### src/design/sta_lta_ratio_detector_core_defines.svh
// Assertion macros shared by the STA/LTA ratio detector RTL.
`ifndef STA_LTA_RATIO_DETECTOR_CORE_DEFINES_SVH
`define STA_LTA_RATIO_DETECTOR_CORE_DEFINES_SVH

// Consequent must hold in the same cycle as the antecedent.
`define SLRD_ASSERT_NOW(LABEL, CLK, RSTN, ANTE, CONS, MSG) \
    LABEL: assert property (@(posedge CLK) disable iff (!RSTN) (ANTE) |-> (CONS)) \
        else $error(MSG);

// Consequent must hold in the cycle after the antecedent.
`define SLRD_ASSERT_NEXT(LABEL, CLK, RSTN, ANTE, CONS, MSG) \
    LABEL: assert property (@(posedge CLK) disable iff (!RSTN) (ANTE) |=> (CONS)) \
        else $error(MSG);

`endif

### src/design/slrd_pkg.sv
// Shared widths, register codes and status types of the STA/LTA ratio detector.
package slrd_pkg;

    localparam int SUM_W      = 40;
    localparam int STA_W      = 9;
    localparam int LTA_W      = 13;
    localparam int RATIO_W    = 32;
    localparam int FRAC_W     = 16;
    localparam int INT_W      = RATIO_W - FRAC_W;
    localparam int PROD_W     = SUM_W + LTA_W;
    localparam int CFG_IDX_W  = 2;
    localparam int CFG_DATA_W = 13;
    localparam int STA_RESET  = 16;
    localparam int LTA_RESET  = 512;

    localparam logic [CFG_IDX_W-1:0] REG_STA_LEN = CFG_IDX_W'(0);
    localparam logic [CFG_IDX_W-1:0] REG_LTA_LEN = CFG_IDX_W'(1);

    localparam logic [SUM_W-1:0]   SUM_MAX   = '1;
    localparam logic [RATIO_W-1:0] RATIO_SAT = '1;

    typedef struct packed {
        logic long_ok;
        logic short_ok;
    } tap_flags_t;

    typedef struct packed {
        logic busy;
        logic done;
    } mul_stat_t;

    typedef struct packed {
        logic busy;
        logic done;
        logic overflow;
    } div_stat_t;

endpackage

### src/design/slrd_mul.sv
// Two shift-add multipliers that take one multiplier bit per cycle.
module slrd_mul
    import slrd_pkg::*;
(
    input  logic              clk,
    input  logic              rst_n,
    input  logic              start,
    input  logic [SUM_W-1:0]  sum_a,
    input  logic [LTA_W-1:0]  mult_a,
    input  logic [SUM_W-1:0]  sum_b,
    input  logic [STA_W-1:0]  mult_b,
    output logic [PROD_W-1:0] prod_a,
    output logic [PROD_W-1:0] prod_b,
    output mul_stat_t         stat
);

    localparam int CW = $clog2(LTA_W + 1);

    logic [PROD_W-1:0] mc_a_reg;
    logic [PROD_W-1:0] mc_b_reg;
    logic [PROD_W-1:0] acc_a_reg;
    logic [PROD_W-1:0] acc_b_reg;
    logic [LTA_W-1:0]  mp_a_reg;
    logic [LTA_W-1:0]  mp_b_reg;
    logic [CW-1:0]     cnt_reg;
    logic              busy_reg;
    logic              done_reg;

    always_ff @(posedge clk)
    begin
        if (start)
        begin
            mc_a_reg  <= PROD_W'(sum_a);
            mc_b_reg  <= PROD_W'(sum_b);
            mp_a_reg  <= mult_a;
            mp_b_reg  <= LTA_W'(mult_b);
            acc_a_reg <= '0;
            acc_b_reg <= '0;
        end
        else if (busy_reg)
        begin
            if (mp_a_reg[0])
            begin
                acc_a_reg <= acc_a_reg + mc_a_reg;
            end
            if (mp_b_reg[0])
            begin
                acc_b_reg <= acc_b_reg + mc_b_reg;
            end
            mc_a_reg <= mc_a_reg << 1;
            mc_b_reg <= mc_b_reg << 1;
            mp_a_reg <= mp_a_reg >> 1;
            mp_b_reg <= mp_b_reg >> 1;
        end
    end

    always_ff @(posedge clk or negedge rst_n)
    begin
        if (!rst_n)
        begin
            cnt_reg  <= '0;
            busy_reg <= 1'b0;
            done_reg <= 1'b0;
        end
        else if (start)
        begin
            cnt_reg  <= CW'(LTA_W);
            busy_reg <= 1'b1;
            done_reg <= 1'b0;
        end
        else if (busy_reg)
        begin
            cnt_reg <= cnt_reg - CW'(1);
            if (cnt_reg == CW'(1))
            begin
                busy_reg <= 1'b0;
                done_reg <= 1'b1;
            end
        end
        else
        begin
            done_reg <= 1'b0;
        end
    end

    assign prod_a    = acc_a_reg;
    assign prod_b    = acc_b_reg;
    assign stat.busy = busy_reg;
    assign stat.done = done_reg;

endmodule

### config.mk
export PLATFORM = sky130hd
export DESIGN_NAME = slrd_mul
export DESIGN_NICKNAME = d
export VERILOG_FILES = /design/src/design/sta_lta_ratio_detector_core_defines.svh /design/src/design/slrd_pkg.sv /design/src/design/slrd_mul.sv
export SDC_FILE = /design/constraint.sdc
export NUM_CORES = 1
export LEC_CHECK = 0
export ABC_AREA = 1
export BUFFER_PORTS_ARGS = -buffer_cell sky130_fd_sc_hd__buf_2
export CAP_MARGIN = 10
export CORE_ASPECT_RATIO = 0.5
export CORE_MARGIN = 2
export CORE_UTILIZATION = 35
export CTS_CLUSTER_SIZE = 25
export DETAILED_ROUTE_END_ITERATION = 10
export PLACE_DENSITY = 0.51
export SYNTH_ARGS = -nofsm -noshare
export SYNTH_HDL_FRONTEND = slang
export SYNTH_SLANG_ARGS = --single-unit
### constraint.sdc
create_clock -name clk -period 4.15 [get_ports clk]
set_input_delay 0.6225 -clock clk [delete_from_list [all_inputs] [get_ports clk]]
set_output_delay 0.6225 -clock clk [all_outputs]
set_load 0.1 [all_outputs]
* Word-level counts from Yosys, hierarchy flattened
Index checks and enable logic that the tools add are counted.
** Cells by class
- Add/sub/neg operators :: 3
- Equality and inequality tests :: 2
- Muxes and demuxes :: 16
- Reductions and logical operators :: 3
** Operators with widths (number)
- $mux W40 :: 4
- $add A53 B53 Y53 :: 2
- $mux W13 :: 2
- $mux W9 :: 2
- $mux W4 :: 2
- $mux W1 :: 6
- $eq A4 B1 Y1 const B :: 1
- $reduce_and A2 Y1 :: 2
- $sub A4 B1 Y4 const B :: 1
- $ne A3 B2 Y1 const B :: 1
- $reduce_bool A2 Y1 :: 1
** Storage, ports and cells
- Flip-flop bits (word level) :: 240
- Input port bits :: 105
- Output and inout bits :: 108

* Depth between registers and ports, before layout
- Depth in word-level cells :: 4
- Depth in mapped cells :: 15
- Mapped depth without buffers :: 15

* Least setup slack after synthesis
OpenSTA, ideal clock, no wires.
- Kind :: input -> register
- From :: input start
- To :: register mc_a_reg[0] (enable)
- Library setup time :: 0.506 ns
- Data arrival time :: 3.809 ns
- Required time :: 3.644 ns
- Slack :: -0.165 ns
- Cell stages on the path :: 3
- Path buffers :: 1
- Path through :: inv_2 nand2_1 clkbuf_1
** On the way
- Cells in the longest elaborated chain, start to end :: 1
** Ends and longest elaborated chain
- start, declared :: line slrd_mul.sv:7 : input logic start,
- $reduce_bool A2 Y1 (no source line)
- end signal, assigned :: line slrd_mul.sv:33 : mc_a_reg <= PROD_W'(sum_a);
- end signal, assigned :: line slrd_mul.sv:50 : mc_a_reg <= mc_a_reg << 1;
- end, declared :: line slrd_mul.sv:19 : logic [PROD_W-1:0] mc_a_reg;
No other way between the ends.
A chain may end at the register's enable or synchronous reset.

* Worst setup path in the final report
- From :: register acc_b_reg[39], in the netlist prod_b[39]
- To :: register acc_b_reg[42], in the netlist prod_b[42]
** On the way
- Cells in the longest elaborated chain, start to end :: 1
** Ends and longest elaborated chain
- start, declared :: line slrd_mul.sv:22 : logic [PROD_W-1:0] acc_b_reg;
- start signal, assigned :: line slrd_mul.sv:48 : acc_b_reg <= acc_b_reg + mc_b_reg;
- $add A53 B53 Y53 :: line slrd_mul.sv:48
No other way between the ends.

==> flow_summary.ini <==
[clock_network]
cts-htree-levels = 1
ctsHoldBuffers = 1
cts_resized = 0
post-cts-setup-buffers = 0
worstSkewPairLatency_ns = 0.59
cts.sinks = 240
root_buffer = clkbuf_16
cts.clk_slew.worst_paths_ns = 0.07
cts_buffer_depth = 3
cts_tree = yes
numCtsBuffers = 26

[worst_setup_path]
critPathLaunch = prod_b[39]
crit_arrival_ns = 3.16
reg2reg_depth = 10
rrSetupSlack_ns = 1.47
cp-start-kind = register
crit_required_ns = 4.63
crit_end = prod_b[42]
crit_type = register to register
r2r-end = prod_b[42]
r2r_start = prod_b[39]
crit_fanout = 5
cp-end-kind = register

[yosys]
synthTopCellsByCount = nand2_1, inv_1, nor2_1, nand3_1, dfxtp_1
ys.flop_type = dfxtp_1
yosysTopAreaCellShare_pct = 23.9
syn_avg_cell_area_sq_um = 6.09
synthMostInstantiatedCell = nand2_1
yosys-mux-area-fraction_pct = 0
synthAdderAreaFrac_pct = 7.25
synth_top_family_by_area = simple AND/OR/NAND/NOR gates
synth-xor-area-share_pct = 2.32
yosysTopAreaCell = nand2_1
netlist_instances = 3094
ys_warn_count = 0
synth_seq_area_share_pct = 31.1
synth_area_leaders = nand2_1, edfxtp_1, dfxtp_1
postSynthRegisterBits = 240
synth-edff-count = 102
synth_compound_area_share_pct = 6.33
postSynth.asyncResetShare_pct = 2.50
syn_nets = 3307
synth.cell_area_sq_mm = 0.0188
synth_simple_gate_area_share_pct = 39.6
synth_cell_types = 38

[layout]
fin_nets = 3495
syn_to_final_growth_pct = 14.7
drive_gt1_share_pct = 11.4

[global_routing]
grt_use_met2_pct = 37.9
overflow = 0
gr-usage-met3_pct = 3.09
antenna_found_initial = 1
grt_pass1_vias = 17754
met1_usage_pct = 32.1
grt_most_used_layer = met2
grt_pass1_wl_um = 101000
grt_max_degree = 192
grt_usage_pct = 23.0

[power_and_ir_drop]
p_leak_nw = 12.4
p_per_area_mw_per_mm2 = 408
combPwrFrac_pct = 37.1
p_sw_mw = 3.76
irDropWorstVdd_uv = 297
seqPwrFrac_pct = 32.8
p_clk_share_pct = 30.1
p_sw_share_pct = 42.7
p_int_mw = 5.06

[sta]
max_freq_mhz = 373
period_share_pct = 64.6
slew_headroom_pct = 28.2
rsz0062_at_grt = no
finalHoldViolations = 0
tightest_slew_ns = 1.07
min_period_ns = 2.68
worst_slack_ns = 1.47
fin_tns_setup_ns = 0
final_max_slew_viol_count = 0
setup_viol = 0
clock_skew_ns = 0.0222

[route]
drc_errors = 0
ant_nets = 0
drt-vias-per-instance = 4.67
drt-wirelength-per-cell_um = 16.1
num_vias = 18747
drtIter0Drc = 1379
drt-total-wl_um = 64700
first_pass_iters = 5

[placement]
numPortBuffers = 212
routabilityCongestion = 0.999
hpwlAfterDp_um = 51200
preCtsSetupSlack_ns = 1.61

[status]
status = finished, final reports clean

[floorplan]
core_sq_mm = 0.0535
pin_count = 213
start_util_pct = 35.3
dieArea_sq_mm = 0.0558
die_w_um = 332
die_h_um = 168
rows = 60

[flow_run]
maxCapViolations = 0

[hold_path]
hp-class = primary input to register
-- critical path, stage by stage, from the launching register on --
cell,delay [ns]
dfxtp_1,0.40
ha_1,0.52
nand2_1,0.18
nor2_2,0.19
nand2_1,0.20
nor3_2,0.31
nand3_1,0.20
nand4_1,0.13
nand3_1,0.23
nand2_1,0.15
inv_1,0.05
-- metrics by stage --
step / hold WS [ns] / instance area, sq um / instances / total power, mW / util, %
after floorplan: 0.327 / 18800 / 3094 / 5.36 / -
after global placement: 0.461 / 20700 / 3966 / 6.21 / 38.6
after detailed placement: 0.463 / 20700 / 3966 / 6.21 / 38.6
after CTS: 0.263 / 21600 / 4015 / 8.89 / 40.4
after global routing: 0.281 / 21600 / 4015 / 9.32 / 40.4
final: 0.303 / 21600 / 4016 / 8.82 / 40.4
-- routing by layer --
layer / wire [um] / up-vias
li1: - / 9795
met4: 1560 / 0
met5: 0 / -
met2: 28800 / 431
met3: 3450 / 74
met1: 30800 / 8447
-- power by group through the flow --
stage | Combinational, mW | Clock (mW) | Sequential (mW)
after CTS | 3.27 | 2.72 | 2.90
final | 3.27 | 2.65 | 2.90
after floorplan | 1.59 | 0 | 3.77
after global routing | 3.58 | 2.81 | 2.93
after global placement | 3.26 | 0 | 2.95
after detailed placement | 3.26 | 0 | 2.95
-- how the worst min path moves through the flow --
stage	from	end	slack [ns]	depth (start not counted)
floorplan	rst_n	busy_reg	0.33	0
global placement	rst_n	done_reg	0.46	1
detailed placement	rst_n	done_reg	0.46	1
CTS	sum_b[0]	mc_b_reg[0]	0.26	3
global route	mult_a[12]	mp_a_reg[12]	0.28	3
finish	sum_b[0]	mc_b_reg[0]	0.30	3
-- cell type report --
type	count	area, sq um
Antenna cell	1	2.50
Fill cell	5965	31800
Multi-Input combinational cell	2187	10500
Timing Repair Buffer	223	1180
Clock inverter	18	249
Tap cell	713	892
Inverter	604	2270
Sequential cell	240	5860
Clock buffer	30	687
-- logic make-up after synthesis --
| kind of cell | after synthesis |
|---|---|
| AOI/OAI and AO/OA | 216 |
| and+or+nand+nor | 1813 |
| adders and majority gates | 108 |
| xor gates and xnor gates | 50 |
| buffers and inverters | 667 |
| DFF | 240 |
-- placed cells by master (no fill, tap or decap), types with 2 or more instances in the layout --
master	instances
nand2_1	1197
inv_1	589
nor2_1	331
buf_2	211
nand3_1	146
dfxtp_1	132
ha_1	106
edfxtp_1	102
a21oi_1	85
o21ai_0	78
nor2_2	38
xor2_1	37
clkbuf_16	27
nand4_1	25
o22ai_1	23
nand2_2	18
nand3_2	15
nor3_2	15
inv_2	14
xnor2_1	13
nor3_1	11
o21bai_1	11
buf_4	8
nor2_4	7
a21boi_0	7
dfrtp_1	6
clkinv_2	6
bufinv_16	6
and2_1	5
a31oi_1	4
nor4_1	4
clkinvlp_4	3
clkbuf_1	3
a21o_1	2
fa_1	2
clkinv_1	2
buf_12	2
Power figures use the tool's default switching activity.
