**config.mk**
```make
export PLATFORM = sky130hd
export DESIGN_NAME = slrd_div
export DESIGN_NICKNAME = d
export VERILOG_FILES = /design/src/design/sta_lta_ratio_detector_core_defines.svh /design/src/design/slrd_pkg.sv /design/src/design/slrd_div.sv
export SDC_FILE = /design/constraint.sdc
export NUM_CORES = 1
export LEC_CHECK = 0
export BUFFER_PORTS_ARGS = -buffer_cell sky130_fd_sc_hd__buf_2
export CAP_MARGIN = 15
export CORE_MARGIN = 5
export CORE_UTILIZATION = 50
export CTS_CLUSTER_SIZE = 24
export DETAILED_ROUTE_END_ITERATION = 12
export PLACE_DENSITY = 0.71
export SLEW_MARGIN = 20
export SYNTH_ARGS = -nofsm -noshare
export SYNTH_HDL_FRONTEND = slang
export SYNTH_SLANG_ARGS = --single-unit
```
**constraint.sdc**
```tcl
create_clock -name clk -period 5.3 [get_ports clk]
set_clock_uncertainty 0.05 [all_clocks]
set_input_delay 1.06 -clock clk [delete_from_list [all_inputs] [get_ports clk]]
set_output_delay 1.06 -clock clk [all_outputs]
set_load 0.02 [all_outputs]
```
**src/design/sta_lta_ratio_detector_core_defines.svh**
```systemverilog
// Assertion macros shared by the STA/LTA ratio detector RTL.
`ifndef STA_LTA_RATIO_DETECTOR_CORE_DEFINES_SVH
`define STA_LTA_RATIO_DETECTOR_CORE_DEFINES_SVH

// Consequent must hold in the same cycle as the antecedent.
`define SLRD_ASSERT_NOW(LABEL, CLK, RSTN, ANTE, CONS, MSG) \
    LABEL: assert property (@(posedge CLK) disable iff (!RSTN) (ANTE) |-> (CONS)) \
        else $error(MSG);

// Consequent must hold in the cycle after the antecedent.
`define SLRD_ASSERT_NEXT(LABEL, CLK, RSTN, ANTE, CONS, MSG) \
    LABEL: assert property (@(posedge CLK) disable iff (!RSTN) (ANTE) |=> (CONS)) \
        else $error(MSG);

`endif

```
**src/design/slrd_pkg.sv**
```systemverilog
// Shared widths, register codes and status types of the STA/LTA ratio detector.
package slrd_pkg;

    localparam int SUM_W      = 40;
    localparam int STA_W      = 9;
    localparam int LTA_W      = 13;
    localparam int RATIO_W    = 32;
    localparam int FRAC_W     = 16;
    localparam int INT_W      = RATIO_W - FRAC_W;
    localparam int PROD_W     = SUM_W + LTA_W;
    localparam int CFG_IDX_W  = 2;
    localparam int CFG_DATA_W = 13;
    localparam int STA_RESET  = 16;
    localparam int LTA_RESET  = 512;

    localparam logic [CFG_IDX_W-1:0] REG_STA_LEN = CFG_IDX_W'(0);
    localparam logic [CFG_IDX_W-1:0] REG_LTA_LEN = CFG_IDX_W'(1);

    localparam logic [SUM_W-1:0]   SUM_MAX   = '1;
    localparam logic [RATIO_W-1:0] RATIO_SAT = '1;

    typedef struct packed {
        logic long_ok;
        logic short_ok;
    } tap_flags_t;

    typedef struct packed {
        logic busy;
        logic done;
    } mul_stat_t;

    typedef struct packed {
        logic busy;
        logic done;
        logic overflow;
    } div_stat_t;

endpackage

```
**src/design/slrd_div.sv**
```systemverilog
// Restoring divider giving a Q16.16 quotient one bit per cycle, with overflow check.
module slrd_div
    import slrd_pkg::*;
(
    input  logic               clk,
    input  logic               rst_n,
    input  logic               start,
    input  logic [PROD_W-1:0]  num,
    input  logic [PROD_W-1:0]  den,
    output logic [RATIO_W-1:0] quotient,
    output div_stat_t          stat
);

    localparam int CW = $clog2(RATIO_W + 1);

    logic [PROD_W-1:0]  den_reg;
    logic [PROD_W-1:0]  rem_reg;
    logic [RATIO_W-1:0] dvd_reg;
    logic [RATIO_W-1:0] quo_reg;
    logic [CW-1:0]      cnt_reg;
    logic               busy_reg;
    logic               done_reg;
    logic               ovf_reg;
    logic               ovf_now;
    logic [PROD_W:0]    trial;
    logic [PROD_W:0]    diff;
    logic               fits;

    // The integer part reaches 2^INT_W exactly when the top of the dividend is not below den.
    assign ovf_now = (num >> INT_W) >= den;
    assign trial   = {rem_reg, dvd_reg[RATIO_W-1]};
    assign diff    = trial - {1'b0, den_reg};
    assign fits    = trial >= {1'b0, den_reg};

    always_ff @(posedge clk)
    begin
        if (start)
        begin
            den_reg <= den;
            rem_reg <= num >> INT_W;
            dvd_reg <= {num[INT_W-1:0], {FRAC_W{1'b0}}};
            quo_reg <= '0;
        end
        else if (busy_reg)
        begin
            rem_reg <= fits ? diff[PROD_W-1:0] : trial[PROD_W-1:0];
            quo_reg <= {quo_reg[RATIO_W-2:0], fits};
            dvd_reg <= dvd_reg << 1;
        end
    end

    always_ff @(posedge clk or negedge rst_n)
    begin
        if (!rst_n)
        begin
            cnt_reg  <= '0;
            busy_reg <= 1'b0;
            done_reg <= 1'b0;
            ovf_reg  <= 1'b0;
        end
        else if (start)
        begin
            cnt_reg  <= CW'(RATIO_W);
            busy_reg <= !ovf_now;
            done_reg <= ovf_now;
            ovf_reg  <= ovf_now;
        end
        else if (busy_reg)
        begin
            cnt_reg <= cnt_reg - CW'(1);
            if (cnt_reg == CW'(1))
            begin
                busy_reg <= 1'b0;
                done_reg <= 1'b1;
            end
        end
        else
        begin
            done_reg <= 1'b0;
        end
    end

    assign quotient      = quo_reg;
    assign stat.busy     = busy_reg;
    assign stat.done     = done_reg;
    assign stat.overflow = ovf_reg;

endmodule

```
Yosys cells after proc, flatten, opt, wreduce, memory -nomap -nowiden --
Index checks and enable logic that the tools add are counted.
Operators by class: reduce and logical (&&, ||, !) cells 2, magnitude comparators 2, equality and inequality tests 2, add/sub/neg operators 2, multiplexer cells 13
Operators with widths (number):
- two-way mux 37 bit | 2
- two-way mux 32 bit | 2
- >= comparator 54 x 53 -> 1 bit | 1
- >= comparator 37 x 53 -> 1 bit | 1
- two-way mux 53 bit | 1
- subtractor 53 bit | 1
- two-way mux 6 bit | 2
- equality test 6 x 1 -> 1 bit (second input constant) | 1
- two-way mux 1 bit | 6
- subtractor 6 x 1 -> 6 bit (second input constant) | 1
- != test 3 x 2 -> 1 bit (second input constant) | 1
- nonzero test 2 bit | 1
- zero test 1 bit | 1
Word-level totals: bits of input ports 109, logic and storage cells 30, output and inout port bits 35, flip-flop bits (word level) 163

Depth between registers and ports, before layout --
depth in word-level cells 4, gate-level depth with buffers 15, gate-level depth less buffers 14

Least setup slack after synthesis --
Ideal clock, no wire load.
path type reg-to-reg, start point register dvd_reg[31], end point register rem_reg[28], data pin, cell stages (with the launch flop) 15, path slack 2.073 ns, setup time 0.260 ns, arrival 2.917 ns, path buffers 0, path through edfxtp_1 > inv_1 > ha_1 > inv_1 > fa_1 > a21oi_1 > nor3_1 > or4_1 > nand3_1 > nand2_1 > a221o_1 > a21oi_1 > xor2_1 > a21oi_1 > mux2_2
Between the ends: longest elaborated chain between the ends 4
Ends and longest elaborated chain:
- start, declared | line slrd_div.sv:18 | logic [RATIO_W-1:0] dvd_reg;
- start signal, assigned | line slrd_div.sv:41 | dvd_reg <= {num[INT_W-1:0], {FRAC_W{1'b0}}};
- start signal, assigned | line slrd_div.sv:48 | dvd_reg <= dvd_reg << 1;
- subtractor 53 bit or >= comparator 54 x 53 -> 1 bit (tied branches) | line slrd_div.sv:32, slrd_div.sv:33
- two-way mux 53 bit * | line slrd_div.sv:46 | rem_reg <= fits ? diff[PROD_W-1:0] : trial[PROD_W-1:0];
- two-way mux 37 bit * | line slrd_div.sv:44 | else if (busy_reg)
- two-way mux 37 bit * | line slrd_div.sv:37 | if (start)
- end signal, assigned | line slrd_div.sv:40 | rem_reg <= num >> INT_W;
- end signal, assigned | line slrd_div.sv:46
- end, declared | line slrd_div.sv:17 | logic [PROD_W-1:0] rem_reg;
Mark *: on every way between the ends. The rest lies on a longest branch, timed or not. The select of a mux whose other input is x is not followed. A chain may end at the register's enable or synchronous reset.

Worst setup path after layout --
start point register rem_reg[6], end point register rem_reg[32], data pin
Between the ends: longest elaborated chain between the ends 4
Ends and longest elaborated chain (line):
- subtractor 53 bit or >= comparator 54 x 53 -> 1 bit (tied branches) | slrd_div.sv:32, slrd_div.sv:33
- two-way mux 53 bit * | slrd_div.sv:46
- two-way mux 37 bit * | slrd_div.sv:44
- two-way mux 37 bit * | slrd_div.sv:37
Marks and branches as above.

==> impl_metrics.yaml <==
timing:
  layout_setup_ws_ps: 1130
  rsz0062_at_grt: "false"
  tightest_slew_ps: 1040
  finalCritPeriodShare_pct: 78.8
  layout_min_cycle_time_ps: 4170
  finalHoldViolCount: 0
  slew_headroom_pct: 30.5
  fmax_mhz: 240
  fin_tns_setup_ps: 0
  setup_viol: 0
  slew_violations: 0
critical_path:
  rr_startpoint: "rem_reg[6]"
  crit_path_frequent_cell: "o211ai_1"
  cp.required_ps: 5440
  cp-start-kind: "flop"
  end_kind: "flop"
  crit_slowest_cell: "o21bai_4"
  critical_path.startpoint: "rem_reg[6]"
  cp.arrival_ps: 4310
  slowest_delay_ps: 900
  cp.buffers_inverters: 1
  crit_family: "compound AO/OA/AOI/OAI gates"
  path_cells: "ha_1 > nand4_1 > nor3_1 > o211ai_1 > nand3_1 > o211ai_1 > o21bai_4 > buf_4 > a21oi_1 > mux2_2"
  crit_fanout: 42
  critical_path_class: "flop to flop"
synthesis:
  syn_area_per_cell_um2: 9.36
  synth_seq_cells: 163
  yosysSeqAreaShare_pct: 40.6
  yosysWarnings: 0
  synth_compound_area_share_pct: 18.0
  syn_nets: 1351
  dominantRegCellSynth: "edfxtp_1"
  synth_cell_types: 68
  yosysTopAreaCell: "edfxtp_1"
  synthCells: 1149
  synthAdderAreaFrac_pct: 10.9
  synth-simple-area-share_pct: 12.8
  yosysTopAreaCellShare_pct: 29.6
  synthTopCellsByArea: "edfxtp_1, ha_1, dfxtp_1"
  async_reset_ff_share_pct: 5.52
  synth_edf_count: 106
  synth_top_family_by_area: "compound AO/OA/AOI/OAI gates"
  synth-xor-area-share_pct: 3.99
  synthMuxAreaShare_pct: 7.42
  syn-cell-area_um2: 10800
pwr:
  intPower_uw: 3080
  power_density_nw_per_um2: 414
  p_total_uw: 5060
  combPwrFrac_pct: 41.1
  ir_drop_mv: 0.231
  p_sw_share_pct: 39.2
  p_clk_share_pct: 25.7
  seq_power_share_pct: 33.2
  leakage_uw: 0.00554
  power.switching_uw: 1980
status:
  status: "complete, no violations"
global_routing:
  grt_pass1_vias: 8596
  grt_max_degree: 70
  grt_pass1_wl_mm: 42.0
  grt_use_total_pct: 21.1
  grt_overflow: 0
  grt_antenna_before_repair: 5
floorplanning:
  core-area_um2: 21100
  die_y_um: 157
  rows: 53
  floorplan.initialDensity_pct: 51.0
  die_area_um2: 24500
  die_w_um: 157
  io_pins: 144
clock_network:
  post-cts-setup-buffer-count: 0
  root_buffer: "clkbuf_16"
  clockBufferDepth: 2
  holdBufCountCts: 0
  clock-sinks: 163
  cts_resized: 0
  insertion_delay_ps: 440
  numCtsBuffers: 17
  clk_pin_slew_ps: 80
  htreeDepth: 4
  cts_tree: "done"
cells_and_area:
  most-common-layout-cells: "buf_2, a21oi_1, nor2_1"
  drive_gt1_share_pct: 18.4
  final_common_cell: "buf_2"
  post_layout_nonfiller_instances: 1551
  synthToLayoutAreaGrowth_pct: 13.8
  nets: 1464
detailed_routing:
  drc: 0
  vias: 8832
  routed_wl_mm: 25.9
  antenna_left: 0
  drt_iter0_drc: 574
  wl_per_cell_um: 16.7
  firstDrtPassIters: 5
  viasPerCell: 5.69
min_path:
  hp-class: "input port to asynchronous set/reset pin"
place:
  hpwl_mm: 19.4
  dp_slack_ps: 1200
  routabilityCongestion: 0.882
  numPortBuffers: 143
  placed_cells: 1518
job:
  drv_cap: 0
metrics by stage:
step           cell area [um^2]  util (%)  hold slack [ps]
2_1_floorplan             10800         -              411
3_3_place_gp              11600      55.0              438
3_5_place_dp              11600      55.0              441
4_1_cts                   12200      58.0              392
5_1_grt                   12200      58.0              394
6_report                  12200      58.0              406
routing by layer:
| metal | wire length [um] | GRT usage (%) |
|---|---|---|
| met1 | 11600 | 27.9 |
| met2 | 12100 | 34.4 |
| met3 | 1690 | 5.31 |
| met4 | 466 | 6.12 |
| met5 | 57 | 0 |
kinds of logic after synthesis:
kind of cell,after synthesis
AOI/OAI and AO/OA,305
xor gates and xnor gates,49
adders and majority gates,93
buffers and inverters,165
DFF,163
muxes,75
and+or+nand+nor,299
final timing paths:
check                      cells past startpoint     endpoint  slack [ps]
setup reg to reg                              10  rem_reg[32]        1130
hold / removal                                 1   cnt_reg[3]         410
max in group asynchronous                      1     busy_reg        4590
min in group clk                               2  rem_reg[47]         450
hold reg to reg                                2  rem_reg[47]         450
setup / recovery                              10  rem_reg[32]        1130
final cells by class:
class	count	area, um^2
diodes	1	2.50
clock buffers	17	425
clock inverters	15	201
fillers	1889	8850
inverters	109	409
multi-input cells	821	5710
flip-flops and latches	163	4370
well taps	275	344
repair buffers	150	771
Yosys cell counts (5+ instances only):
cell       count
a21oi_1      120
xnor2_1       30
a2bb2oi_1      7
xor2_1        19
inv_1        108
buf_4          5
a211oi_1       9
mux2i_1       37
o21bai_1      10
clkbuf_1      36
dfxtp_1       48
dfrtp_1        9
nor2_1       114
edfxtp_1     106
nand2_1       81
nor4_1         7
a21o_1        29
o211ai_1       6
buf_1          6
nand4_1       25
and3_1         9
nor3_1        11
o21a_1         9
a31oi_1       16
nor2b_1        9
o21ai_0       54
buf_2          5
nand3_1       14
nand2b_1       5
mux2_2        38
and2_1         5
ha_1          92
power by group through the flow:
stage	combinational (uW)	sequential [uW]	clock [uW]
detailed placement	2050	1700	0
CTS	2060	1680	1330
global placement	2030	1700	0
global route	2310	1700	1390
finish	2080	1680	1300
floorplan	1630	1670	0
Note: power is estimated with default switching activity, not from simulation.
